$ cat config.mk
export PLATFORM = sky130hd
export DESIGN_NAME = peak_hold_rms_level_meter
export DESIGN_NICKNAME = d
export VERILOG_FILES = /design/src/sv/phm_pkg.sv /design/src/sv/phm_ctrl.sv /design/src/sv/phm_dp.sv /design/src/sv/peak_hold_rms_level_meter.sv
export VERILOG_INCLUDE_DIRS = /design/src /design/src/sv
export SDC_FILE = /design/constraint.sdc
export NUM_CORES = 2
export LEC_CHECK = 0
export BUFFER_PORTS_ARGS = -buffer_cell sky130_fd_sc_hd__buf_2
export CORE_MARGIN = 4
export CORE_UTILIZATION = 35
export CTS_CLUSTER_SIZE = 10
export DETAILED_ROUTE_END_ITERATION = 8
export PLACE_DENSITY = 0.53
export SLEW_MARGIN = 10
export SYNTH_ARGS = -nofsm -noshare
export SYNTH_HDL_FRONTEND = slang
export SYNTH_SLANG_ARGS = --single-unit
$ cat constraint.sdc
create_clock -name clk -period 12.6 [get_ports clk]
set_input_delay 0.63 -clock clk [delete_from_list [all_inputs] [get_ports clk]]
set_output_delay 0.63 -clock clk [all_outputs]
set_load 0.01 [all_outputs]
$ cat src/sv/peak_hold_rms_level_meter_macros.svh
// Assertion macros for the peak hold RMS level meter.
// Included by the top level; no other dependencies.
`ifndef PEAK_HOLD_RMS_LEVEL_METER_MACROS_SVH
`define PEAK_HOLD_RMS_LEVEL_METER_MACROS_SVH
`ifndef SYNTHESIS
`define PHM_ASSERT_NOW(label, clk, rst_n, ante, cons) \
  label: assert property (@(posedge clk) disable iff (!rst_n) (ante) |-> (cons)) \
    else $error("level meter check failed");
`define PHM_ASSERT_NEXT(label, clk, rst_n, ante, cons) \
  label: assert property (@(posedge clk) disable iff (!rst_n) (ante) |=> (cons)) \
    else $error("level meter check failed");
`else
`define PHM_ASSERT_NOW(label, clk, rst_n, ante, cons)
`define PHM_ASSERT_NEXT(label, clk, rst_n, ante, cons)
`endif
`endif

$ cat src/sv/phm_pkg.sv
// Shared types and constants of the peak hold RMS level meter.
// No dependencies.
package phm_pkg;

  localparam int SAMPLE_BITS = 24;
  localparam int MS_SHIFT    = 64 - 2 * SAMPLE_BITS;
  localparam int LG_W        = 24;
  localparam int NORM_STEPS  = 6;
  localparam int LOG_BITS    = 16;
  localparam int OUT_W       = 13;

  localparam logic [31:0] DECAY_Q24 = 32'd16775538;
  localparam logic [31:0] DB_K_Q16  = 32'd3156528;
  localparam logic signed [13:0] DB_FLOOR = -14'sd3200;

  localparam logic [19:0] HOLD_RST     = 20'd96000;
  localparam logic [31:0] ALPHA_RST    = 32'd715756;
  localparam logic [15:0] INTERVAL_RST = 16'd6000;
  localparam logic [11:0] CAL_RST      = 12'd2032;

  localparam logic [2:0] REG_HOLD     = 3'd0;
  localparam logic [2:0] REG_ALPHA    = 3'd1;
  localparam logic [2:0] REG_INTERVAL = 3'd2;
  localparam logic [2:0] REG_CAL      = 3'd3;

  typedef enum logic [13:0] {
    S_IDLE  = 14'b00000000000001,
    S_SQ    = 14'b00000000000010,
    S_DIFF  = 14'b00000000000100,
    S_HI    = 14'b00000000001000,
    S_LO    = 14'b00000000010000,
    S_STEP  = 14'b00000000100000,
    S_MS    = 14'b00000001000000,
    S_PKSQ  = 14'b00000010000000,
    S_QLD   = 14'b00000100000000,
    S_NORM  = 14'b00001000000000,
    S_LOG   = 14'b00010000000000,
    S_SCALE = 14'b00100000000000,
    S_RND   = 14'b01000000000000,
    S_OUT   = 14'b10000000000000
  } state_t;

  typedef struct packed {
    state_t     op;
    logic       load;
    logic       rms_sel;
    logic [3:0] idx;
  } dp_cmd_t;

  typedef struct packed {
    logic report;
    logic out_busy;
  } dp_stat_t;

endpackage

$ cat src/sv/phm_ctrl.sv
// Sequencer of the level meter: steps the datapath through one word.
// Depends on phm_pkg.
module phm_ctrl (
  input  logic              clk,
  input  logic              rst_n,
  input  logic              in_valid,
  output logic              in_ready,
  input  phm_pkg::dp_stat_t stat,
  output phm_pkg::dp_cmd_t  cmd
);

  phm_pkg::state_t state_r, state_nxt;
  logic [3:0]      cnt_r, cnt_nxt;
  logic            rms_sel_r, rms_sel_nxt;

  always_ff @(posedge clk) begin
    if (!rst_n) begin
      state_r   <= phm_pkg::S_IDLE;
      cnt_r     <= '0;
      rms_sel_r <= 1'b0;
    end else begin
      state_r   <= state_nxt;
      cnt_r     <= cnt_nxt;
      rms_sel_r <= rms_sel_nxt;
    end
  end

  always_comb begin
    state_nxt   = state_r;
    cnt_nxt     = cnt_r;
    rms_sel_nxt = rms_sel_r;
    case (state_r)
      phm_pkg::S_IDLE: begin
        if (in_valid) state_nxt = phm_pkg::S_SQ;
      end
      phm_pkg::S_SQ:   state_nxt = phm_pkg::S_DIFF;
      phm_pkg::S_DIFF: state_nxt = phm_pkg::S_HI;
      phm_pkg::S_HI:   state_nxt = phm_pkg::S_LO;
      phm_pkg::S_LO:   state_nxt = phm_pkg::S_STEP;
      phm_pkg::S_STEP: state_nxt = phm_pkg::S_MS;
      phm_pkg::S_MS: begin
        rms_sel_nxt = 1'b0;
        state_nxt   = stat.report ? phm_pkg::S_PKSQ : phm_pkg::S_IDLE;
      end
      phm_pkg::S_PKSQ: state_nxt = phm_pkg::S_QLD;
      phm_pkg::S_QLD: begin
        cnt_nxt   = 4'(phm_pkg::NORM_STEPS - 1);
        state_nxt = phm_pkg::S_NORM;
      end
      phm_pkg::S_NORM: begin
        if (cnt_r == '0) begin
          cnt_nxt   = 4'(phm_pkg::LOG_BITS - 1);
          state_nxt = phm_pkg::S_LOG;
        end else begin
          cnt_nxt = cnt_r - 4'd1;
        end
      end
      phm_pkg::S_LOG: begin
        if (cnt_r == '0) state_nxt = phm_pkg::S_SCALE;
        else cnt_nxt = cnt_r - 4'd1;
      end
      phm_pkg::S_SCALE: state_nxt = phm_pkg::S_RND;
      phm_pkg::S_RND: begin
        if (rms_sel_r) begin
          state_nxt = phm_pkg::S_OUT;
        end else begin
          rms_sel_nxt = 1'b1;
          state_nxt   = phm_pkg::S_QLD;
        end
      end
      phm_pkg::S_OUT: begin
        if (!stat.out_busy) state_nxt = phm_pkg::S_IDLE;
      end
      default: state_nxt = phm_pkg::S_IDLE;
    endcase
  end

  assign in_ready    = (state_r == phm_pkg::S_IDLE);
  assign cmd.op      = state_r;
  assign cmd.load    = in_valid && in_ready;
  assign cmd.rms_sel = rms_sel_r;
  assign cmd.idx     = cnt_r;

endmodule

$ cat src/sv/phm_dp.sv
// Datapath of the level meter: registers, shared multiplier, peak, mean square,
// log2 and dB scaling, output register. Depends on phm_pkg.
module phm_dp (
  input  logic                                   clk,
  input  logic                                   rst_n,
  input  phm_pkg::dp_cmd_t                       cmd,
  output phm_pkg::dp_stat_t                      stat,
  input  logic signed [phm_pkg::SAMPLE_BITS-1:0] in_sample,
  input  logic                                   cfg_we,
  input  logic [2:0]                             cfg_index,
  input  logic [31:0]                            cfg_data,
  output logic                                   out_valid,
  input  logic                                   out_ready,
  output logic signed [phm_pkg::OUT_W-1:0]       out_peak_db,
  output logic signed [phm_pkg::OUT_W-1:0]       out_rms_db
);

  localparam int SB = phm_pkg::SAMPLE_BITS;
  localparam int LW = phm_pkg::LG_W;

  logic [19:0] hold_samples_r;
  logic [31:0] alpha_r;
  logic [15:0] interval_r;
  logic [11:0] cal_r;

  logic [SB-1:0] mag_r, peak_r;
  logic [19:0]   hold_r;
  logic [63:0]   ms_r;
  logic [15:0]   icnt_r;
  logic [63:0]   prod_r, d_r, acc_r, step_r, q_r;
  logic          neg_r;
  logic [5:0]    sh_r;
  logic signed [LW-1:0] lg_r;
  logic [31:0]   m_r;
  logic signed [phm_pkg::OUT_W-1:0] pk_db_r, rms_db_r, out_pk_r, out_rms_r;
  logic          out_valid_r;

  logic [31:0] mul_a, mul_b;
  logic [63:0] prod;
  logic [SB-1:0] mag_in;
  logic [63:0] sq, pksq;
  logic [15:0] icnt_inc;
  logic [63:0] q_n;
  logic [5:0]  sh_n;
  logic [LW-1:0] lg_abs;
  logic [63:0] rnd_sum;
  logic signed [13:0] lvl;
  logic signed [13:0] db;

  assign mag_in = in_sample[SB-1] ? SB'(-in_sample) : SB'(in_sample);
  assign sq     = 64'(prod_r[2*SB-1:0]) << phm_pkg::MS_SHIFT;
  assign pksq   = sq;
  assign icnt_inc = icnt_r + 16'd1;
  assign lg_abs = lg_r[LW-1] ? LW'(-lg_r) : LW'(lg_r);

  always_comb begin
    mul_a = '0;
    mul_b = '0;
    case (cmd.op)
      phm_pkg::S_SQ:    begin mul_a = 32'(mag_r);  mul_b = 32'(mag_r); end
      phm_pkg::S_DIFF:  begin mul_a = 32'(peak_r); mul_b = phm_pkg::DECAY_Q24; end
      phm_pkg::S_HI:    begin mul_a = d_r[63:32];  mul_b = alpha_r; end
      phm_pkg::S_LO:    begin mul_a = d_r[31:0];   mul_b = alpha_r; end
      phm_pkg::S_PKSQ:  begin mul_a = 32'(peak_r); mul_b = 32'(peak_r); end
      phm_pkg::S_LOG:   begin mul_a = m_r;         mul_b = m_r; end
      phm_pkg::S_SCALE: begin mul_a = 32'(lg_abs); mul_b = phm_pkg::DB_K_Q16; end
      default:          begin mul_a = '0;          mul_b = '0; end
    endcase
  end

  assign prod = 64'(mul_a) * 64'(mul_b);

  always_comb begin
    q_n  = q_r;
    sh_n = sh_r;
    case (cmd.idx)
      4'd5: if (q_r[63:32] == '0) begin q_n = q_r << 32; sh_n = sh_r + 6'd32; end
      4'd4: if (q_r[63:48] == '0) begin q_n = q_r << 16; sh_n = sh_r + 6'd16; end
      4'd3: if (q_r[63:56] == '0) begin q_n = q_r << 8;  sh_n = sh_r + 6'd8;  end
      4'd2: if (q_r[63:60] == '0) begin q_n = q_r << 4;  sh_n = sh_r + 6'd4;  end
      4'd1: if (q_r[63:62] == '0) begin q_n = q_r << 2;  sh_n = sh_r + 6'd2;  end
      4'd0: if (q_r[63] == 1'b0)  begin q_n = q_r << 1;  sh_n = sh_r + 6'd1;  end
      default: begin q_n = q_r; sh_n = sh_r; end
    endcase
  end

  assign rnd_sum = prod_r + 64'h0000_0000_8000_0000;

  always_comb begin
    if (!q_r[63]) lvl = phm_pkg::DB_FLOOR;
    else if (lg_r[LW-1]) lvl = -$signed({1'b0, rnd_sum[44:32]});
    else lvl = $signed({1'b0, rnd_sum[44:32]});
    db = lvl + $signed({2'b00, cal_r});
  end

  always_ff @(posedge clk) begin
    if (!rst_n) begin
      hold_samples_r <= phm_pkg::HOLD_RST;
      alpha_r        <= phm_pkg::ALPHA_RST;
      interval_r     <= phm_pkg::INTERVAL_RST;
      cal_r          <= phm_pkg::CAL_RST;
    end else if (cfg_we) begin
      case (cfg_index)
        phm_pkg::REG_HOLD:     hold_samples_r <= cfg_data[19:0];
        phm_pkg::REG_ALPHA:    alpha_r        <= cfg_data;
        phm_pkg::REG_INTERVAL: interval_r     <= cfg_data[15:0];
        phm_pkg::REG_CAL:      cal_r          <= cfg_data[11:0];
        default: ;
      endcase
    end
  end

  always_ff @(posedge clk) begin
    if (!rst_n) begin
      peak_r      <= '0;
      hold_r      <= '0;
      ms_r        <= '0;
      icnt_r      <= '0;
      out_valid_r <= 1'b0;
    end else begin
      if (cmd.op == phm_pkg::S_HI) begin
        if (mag_r >= peak_r) begin
          peak_r <= mag_r;
          hold_r <= hold_samples_r;
        end else if (hold_r != '0) begin
          hold_r <= hold_r - 20'd1;
        end else begin
          peak_r <= prod_r[24 +: SB];
        end
      end
      if (cmd.op == phm_pkg::S_MS) begin
        ms_r   <= neg_r ? ms_r - step_r : ms_r + step_r;
        icnt_r <= stat.report ? '0 : icnt_inc;
      end
      if (cmd.op == phm_pkg::S_OUT && !stat.out_busy) out_valid_r <= 1'b1;
      else if (out_ready) out_valid_r <= 1'b0;
    end
  end

  always_ff @(posedge clk) begin
    if (cmd.load) mag_r <= mag_in;
    prod_r <= prod;
    if (cmd.op == phm_pkg::S_DIFF) begin
      neg_r <= sq < ms_r;
      d_r   <= (sq < ms_r) ? ms_r - sq : sq - ms_r;
    end
    if (cmd.op == phm_pkg::S_LO) acc_r <= prod_r;
    if (cmd.op == phm_pkg::S_STEP) step_r <= acc_r + {32'b0, prod_r[63:32]};
    if (cmd.op == phm_pkg::S_QLD) begin
      q_r  <= cmd.rms_sel ? ms_r : pksq;
      sh_r <= '0;
    end
    if (cmd.op == phm_pkg::S_NORM) begin
      q_r  <= q_n;
      sh_r <= sh_n;
      if (cmd.idx == '0) begin
        lg_r <= (LW'(1) - LW'(sh_n)) <<< 16;
        m_r  <= q_n[63:32];
      end
    end
    if (cmd.op == phm_pkg::S_LOG) begin
      if (prod[63]) begin
        lg_r <= lg_r + (LW'(1) << cmd.idx);
        m_r  <= prod[63:32];
      end else begin
        m_r  <= prod[62:31];
      end
    end
    if (cmd.op == phm_pkg::S_RND) begin
      if (cmd.rms_sel) rms_db_r <= db[phm_pkg::OUT_W-1:0];
      else pk_db_r <= db[phm_pkg::OUT_W-1:0];
    end
    if (cmd.op == phm_pkg::S_OUT && !stat.out_busy) begin
      out_pk_r  <= pk_db_r;
      out_rms_r <= rms_db_r;
    end
  end

  assign stat.report   = (icnt_inc >= interval_r);
  assign stat.out_busy = out_valid_r && !out_ready;
  assign out_valid     = out_valid_r;
  assign out_peak_db   = out_pk_r;
  assign out_rms_db    = out_rms_r;

endmodule

$ cat src/sv/peak_hold_rms_level_meter.sv
// Peak hold and RMS level meter, top level. A word steps through square, difference,
// high and low product, step and mean square; a report adds a peak square, 2 passes of
// load, normalize (6), log2 (16, one bit per cycle on the shared 32x32 multiplier),
// scale and round, and the output load, which waits for the previous word to be taken.
// Synchronous active-low reset clears peak, hold, mean square, interval count and
// output valid, and restores register defaults. Depends on phm_pkg, phm_ctrl, phm_dp.
`include "peak_hold_rms_level_meter_macros.svh"
module peak_hold_rms_level_meter (
  input  logic                                   clk,
  input  logic                                   rst_n,
  input  logic                                   in_valid,
  output logic                                   in_ready,
  input  logic signed [phm_pkg::SAMPLE_BITS-1:0] in_sample,
  output logic                                   out_valid,
  input  logic                                   out_ready,
  output logic signed [phm_pkg::OUT_W-1:0]       out_peak_db,
  output logic signed [phm_pkg::OUT_W-1:0]       out_rms_db,
  input  logic                                   cfg_we,
  input  logic [2:0]                             cfg_index,
  input  logic [31:0]                            cfg_data
);

  phm_pkg::dp_cmd_t  cmd;
  phm_pkg::dp_stat_t stat;

  phm_ctrl u_ctrl (
    .clk      (clk),
    .rst_n    (rst_n),
    .in_valid (in_valid),
    .in_ready (in_ready),
    .stat     (stat),
    .cmd      (cmd)
  );

  phm_dp u_dp (
    .clk         (clk),
    .rst_n       (rst_n),
    .cmd         (cmd),
    .stat        (stat),
    .in_sample   (in_sample),
    .cfg_we      (cfg_we),
    .cfg_index   (cfg_index),
    .cfg_data    (cfg_data),
    .out_valid   (out_valid),
    .out_ready   (out_ready),
    .out_peak_db (out_peak_db),
    .out_rms_db  (out_rms_db)
  );

  `PHM_ASSERT_NEXT(a_busy_after_accept, clk, rst_n, in_valid && in_ready, !in_ready)
  `PHM_ASSERT_NEXT(a_no_early_word, clk, rst_n, in_valid && in_ready, !$rose(out_valid))
  `PHM_ASSERT_NOW(a_word_from_busy, clk, rst_n, $rose(out_valid), $past(!in_ready))

endmodule
Word-level counts from Yosys, hierarchy flattened
Index checks and enable logic that the tools add are counted.
Operators by class
  add/subtract/negate cells: 21
  multiply operators: 1
  order comparisons: 3
  eq/ne operators: 35
  shift operators: 1
  muxes and demuxes: 53
  bitwise logic cells: 1
  reduce and logical (&&, ||, !) cells: 34
Operator list (number)
  $mux 64: 11
  $pmux 32 s6: 2
  $pmux 64 s6: 1
  $pmux 14 s14: 1
  $sub 64x64->64: 3
  $mux 24: 7
  $mux 32: 4
  $mux 14: 5
  $add 64x32->64: 1
  $add 64x64->64: 1
  $lt 64x64->1: 1
  $mul 32x32->64: 1
  $mux 6: 8
  $neg 24->24: 2
  $add 45x32->45 const B: 1
  $mux 20: 2
  $pmux 6 s6: 1
  $logic_not 32->1: 1
  $mux 13: 2
  $add 24x24->24: 1
  $ge 24x24->1: 1
  $shl 1x4->24 const A: 1
  $mux 23: 1
  $reduce_and 2->1: 10
  other kinds (57): 80
Word-level totals
  flip-flop bits (word level): 683
  input bits: 64
  output and inout bits: 28

Logic depth before layout (Yosys ltp)
  depth in word-level cells: 8
  mapped depth: 44
  depth with buffers taken out: 39

Hierarchy
Synthesis repeated with hierarchy kept, for this count alone.
Second synthesis, totals
  cells, all modules: 8940
  area total of the unflattened synthesis: 77346.7 sq um
Modules (own cells, without submodules)
  phm_dp: times used 1, cells each 8796, area each 76150.5 sq um
  phm_ctrl: times used 1, cells each 144, area each 1196.1 sq um

Worst setup path before layout
OpenSTA, ideal clock, no wires.
  path type: reg-to-reg
  start point: reg u_ctrl.state_r[0]
  end point: reg u_dp.m_r[24], data pin
  setup time: 0.254 ns
  arrival time: 11.218 ns
  slack: 1.127 ns
  stages on the path, launching flop included: 36
  buffers on the path: 5
  cells stage by stage: dfxtp_1 > nor4_1 > and2_1 > nand2_1 > nor3b_1 > clkbuf_1 > a22oi_1 > o311a_1 > clkbuf_1 > nor2_1 > fa_1 > fa_1 > inv_1 > fa_1 > fa_1 > inv_1 > fa_1 > inv_1 > fa_1 > fa_1 > fa_1 > inv_1 > ha_1 > clkbuf_1 > nand4_1 > or3_1 > nor3_1 > nand3_1 > o211ai_1 > nand3_1 > and3_1 > inv_2 > buf_2 > nand2_1 > clkbuf_1 > o21a_1
Between the ends
  word-level cells in the longest chain between the ends: 6
  elaborated cells on any way between the ends: 14
Ends and longest elaborated chain
  start: declaration: line phm_ctrl.sv:12  | phm_pkg::state_t state_r, state_nxt;
  start signal: assignment: line phm_ctrl.sv:18  | state_r <= phm_pkg::S_IDLE;
  start signal: assignment: line phm_ctrl.sv:22  | state_r <= state_nxt;
  $eq 14x3->1, or another cell as far along: line phm_dp.sv:59  | case (cmd.op)
  $reduce_or 2->1 (no line)
  $pmux 32 s6: line phm_dp.sv:59
  $mul 32x32->64: line phm_dp.sv:71  | assign prod = 64'(mul_a) * 64'(mul_b);
  $mux 32: line phm_dp.sv:162  | if (prod[63]) begin
  $mux 32 *: line phm_dp.sv:161  | if (cmd.op == phm_pkg::S_LOG) begin
  end signal: assignment: line phm_dp.sv:158  | m_r <= q_n[63:32];
  end signal: assignment: line phm_dp.sv:164  | m_r <= prod[63:32];
  end signal: assignment: line phm_dp.sv:166  | m_r <= prod[62:31];
  end: declaration: line phm_dp.sv:34  | logic [31:0] m_r;
Mark *: on every way between the ends. The rest lies on a longest branch, timed or not.
A chain may end at the register's enable or synchronous reset.

Worst setup path after layout
  start point: reg u_ctrl.state_r[0]
  end point: reg u_dp.m_r[25], data pin
Between the ends
  word-level cells in the longest chain between the ends: 6
  elaborated cells on any way between the ends: 14
Ends and longest elaborated chain
  $eq 14x3->1, or another cell as far along: line phm_dp.sv:59
  $reduce_or 2->1 (no line)
  $pmux 32 s6: line phm_dp.sv:59
  $mul 32x32->64 *: line phm_dp.sv:71
  named net u_dp.prod[56]: line phm_dp.sv:39  | logic [63:0] prod;
  $mux 32 *: line phm_dp.sv:162
  $mux 32 *: line phm_dp.sv:161
The timed path passes the listed nets; every way through them passes the cells marked *.

==> impl_metrics.yaml <==
outcome:
  status: "finished with violations"
  violations: "DRC"
setup_path:
  crit_type: "reg -> reg"
  crit_top_cell: "fa_1"
  critPathCaptureType: "register"
  reg2reg_from: "u_ctrl.state_r[0]"
  max_stage_delay_ns: 0.88
  required_ns: 13.16
  critPathLaunchType: "register"
  crit_slowest_cell: "or3b_2"
  cp_max_fo: 39
  arrival_ns: 12.51
  critPathLaunch: "u_ctrl.state_r[0]"
cells_and_area:
  layout-drive-gt1-share_pct: 5.78
  fillerInstances: 22600
  num-nets-final: 10500
  area_delta_synth_final_pct: 8.63
  final_cells: 12000
  finalInstanceArea_um2: 84200
clocking:
  cts_buffers: 83
  cts_tree: "built"
  cts_hold_buffers: 0
  clk_path_buf_depth: 3
  cts.sinks: 683
  path_clk_slew_ns: 0.06
  clk_latency_ns: 0.74
  cts_setup_buffers: 0
  cts_root_buf: "clkbuf_16"
  cts_resized: 0
  htreeDepth: 3
pwr:
  power_frac_comb_pct: 15.3
  total_power_uw: 5660
  powerDensity_nw_per_um2: 67.2
  pwr-share-clk_pct: 42.0
  seq_power_share_pct: 42.7
  ir_worst_vdd_mv: 0.0988
  internal_power_uw: 3960
  p_leak_uw: 0.0373
  p_sw_share_pct: 30.0
  p_switching_uw: 1700
route:
  routed.top_layer: "met5"
  route.met3.wl_um: 26100
  routedWlPerCell_um: 27.0
  drtIter0Drc: 7776
  dr_wl_met2_um: 142000
  drc: 2
  firstDrtPassIters: 9
  vias: 68200
  vias_per_cell: 5.69
  ant_nets: 0
  met1Wirelength_um: 137000
  wl_um: 323000
grt:
  overflow: 0
  grt_use_total_pct: 27.6
  antenna_found_initial: 24
  grt_first_pass_wirelength_um: 468000
  grt_max_degree: 80
  grt_pass1_vias: 67000
synth:
  yosysTopAreaCellShare_pct: 23.3
  synth_seq_area_share_pct: 22.4
  synth_cells: 9066
  synth_seq_cells: 683
  synth.avg_cell_area_um2: 8.55
  synthFlopType: "edfxtp_1"
  yosysWarnings: 0
  yosysTopAreaCell: "fa_1"
  yosys-top-cells-area: "fa_1 23%, edfxtp_1 14%, ha_1 8.7%"
  synth_fp_nets: 10600
  async_flop_share_pct: 0
  synth_edf_count: 371
  synth_area_um2: 77500
  yosys.cell_types.count: 104
sta:
  hold_violations: 0
  setup_slack_ns: 0.647
  fmax_mhz: 83.7
  relSlewSlack_pct: 13.9
  slew_violations: 0
  final.setup.tns_ns: 0
  rsz0062_at_grt: "no"
  min_period_ns: 11.95
  finalSetupViolations: 0
  finClkSkew_ns: 0.0485
  tightest_slew_ns: 1.28
  finalCritPeriodShare_pct: 94.9
place:
  post-dp-hpwl_um: 260000
  placed_area_um2: 81600
  port_buffers: 91
  dp.cells: 11800
  place.gp.congestion: 0.996
  place_ws_ns: 0.784
floorplan:
  core_um2: 220000
  die_w_um: 479
  fp-row-count: 172
  die_y_um: 479
  initial_utilization_pct: 35.2
  dieArea_um2: 229000
  io_pins: 92
flow_run:
  maxCapViolations: 0
min_path:
  min_from: "in_sample[0]"
  hold_path.class: "in -> reg"
power by group through the flow:
stage	clock network (uW)	logic, uW	registers [uW]
4_1_cts	2420	852	2410
5_1_grt	2500	908	2410
6_report	2380	866	2420
3_3_place_gp	0	844	2460
2_1_floorplan	0	539	2440
3_5_place_dp	0	848	2460
synthesized netlist by cell type, drive strengths merged (29+ instances only):
cell type,n
nand2,1255
inv,1218
nor2,907
fa,901
a21oi,620
ha,538
clkbuf,451
edfxtp,371
dfxtp,312
o21ai,311
xnor2,286
nand3,198
a21o,160
xor2,115
nor3,101
nand4,86
mux2i,80
a22oi,77
nand2b,67
o21bai,64
and3,62
and2,61
o31ai,61
buf,57
a222oi,51
a31oi,51
a221o,47
a211oi,42
nor4,42
nor2b,39
o22ai,36
or3,36
o21a,35
a221oi,34
o211ai,29
registers in the layout (all words and copies together), names as in the netlist, 24 cells and up:
| signal | count |
|---|---|
| u_dp.acc_r | 64 |
| u_dp.q_r | 64 |
| u_dp.mag_r | 24 |
| u_dp.peak_r | 24 |
| u_dp.alpha_r | 32 |
| u_dp.ms_r | 64 |
| u_dp.m_r | 32 |
| u_dp.step_r | 64 |
| u_dp.d_r | 64 |
| u_dp.prod_r | 64 |
| u_dp.lg_r | 24 |
per-layer routing:
metal | GRT usage (%) | vias to the layer above
met5 | 0 | -
met2 | 42.9 | 3104
met1 | 38.0 | 34600
met4 | 12.2 | 14
li1 | - | 29900
met3 | 4.34 | 618
area by class of cell:
class / count / area (um2) / share of cell area (%)
inverter: 1219 / 4580 / 5.44
clock inverter: 14 / 179 / 0.213
timing repair buffer: 310 / 2140 / 2.54
antenna: 3 / 7.51 / 0.00892
tap: 2958 / 3700 / 4.40
multi-input combinational: 6656 / 53800 / 63.9
sequential: 683 / 17400 / 20.7
clock buffer: 133 / 2360 / 2.81
worst max-delay path: cells and delay by family, from the launching register on:
kind	cells	cell delay (ns)
compound gates	9	2.39
xor+xnor	1	0.51
fa+ha+maj	9	4.32
buf+inv	5	0.54
flops	1	0.34
simple gates	9	3.67
kinds of logic after synthesis:
kind of cell / count (synthesis) / synth area share, %
fa+ha+maj: 1439 / 32.0
xor+xnor: 401 / 4.53
mux: 80 / 1.03
buf+inv: 1727 / 8.46
simple gates: 2948 / 16.5
compound gates: 1788 / 15.0
flops: 683 / 22.4
cell usage in the layout, fill, tap and decap left out, drive strengths merged, types with 86 or more instances in the layout:
cell type | netlist | final
o21ai | 311 | 311
xnor2 | 286 | 286
buf | 57 | 310
a21o | 160 | 160
xor2 | 115 | 115
nand2 | 1255 | 1255
ha | 538 | 538
inv | 1218 | 1223
nor2 | 907 | 907
clkbuf | 451 | 133
a21oi | 620 | 620
nor3 | 101 | 101
nand4 | 86 | 86
fa | 901 | 901
edfxtp | 371 | 371
nand3 | 198 | 198
dfxtp | 312 | 312
path summary, 6_finish.rpt:
path                                           end  slack [ns]  cells after the start
worst min-delay path                 u_dp.mag_r[0]        0.17                      1
worst max register to register        u_dp.m_r[25]        0.65                     33
worst min register to register  u_dp.out_rms_db[4]        0.41                      0
worst max-delay path                  u_dp.m_r[25]        0.65                     33
stage by stage:
step,hold WS (ns),util [%]
3_5_place_dp,0.405,37.1
6_report,0.165,38.3
4_1_cts,0.126,38.3
3_3_place_gp,0.404,37.1
5_1_grt,0.138,38.3
2_1_floorplan,0.400,-
Note: power is estimated with default switching activity, not from simulation.
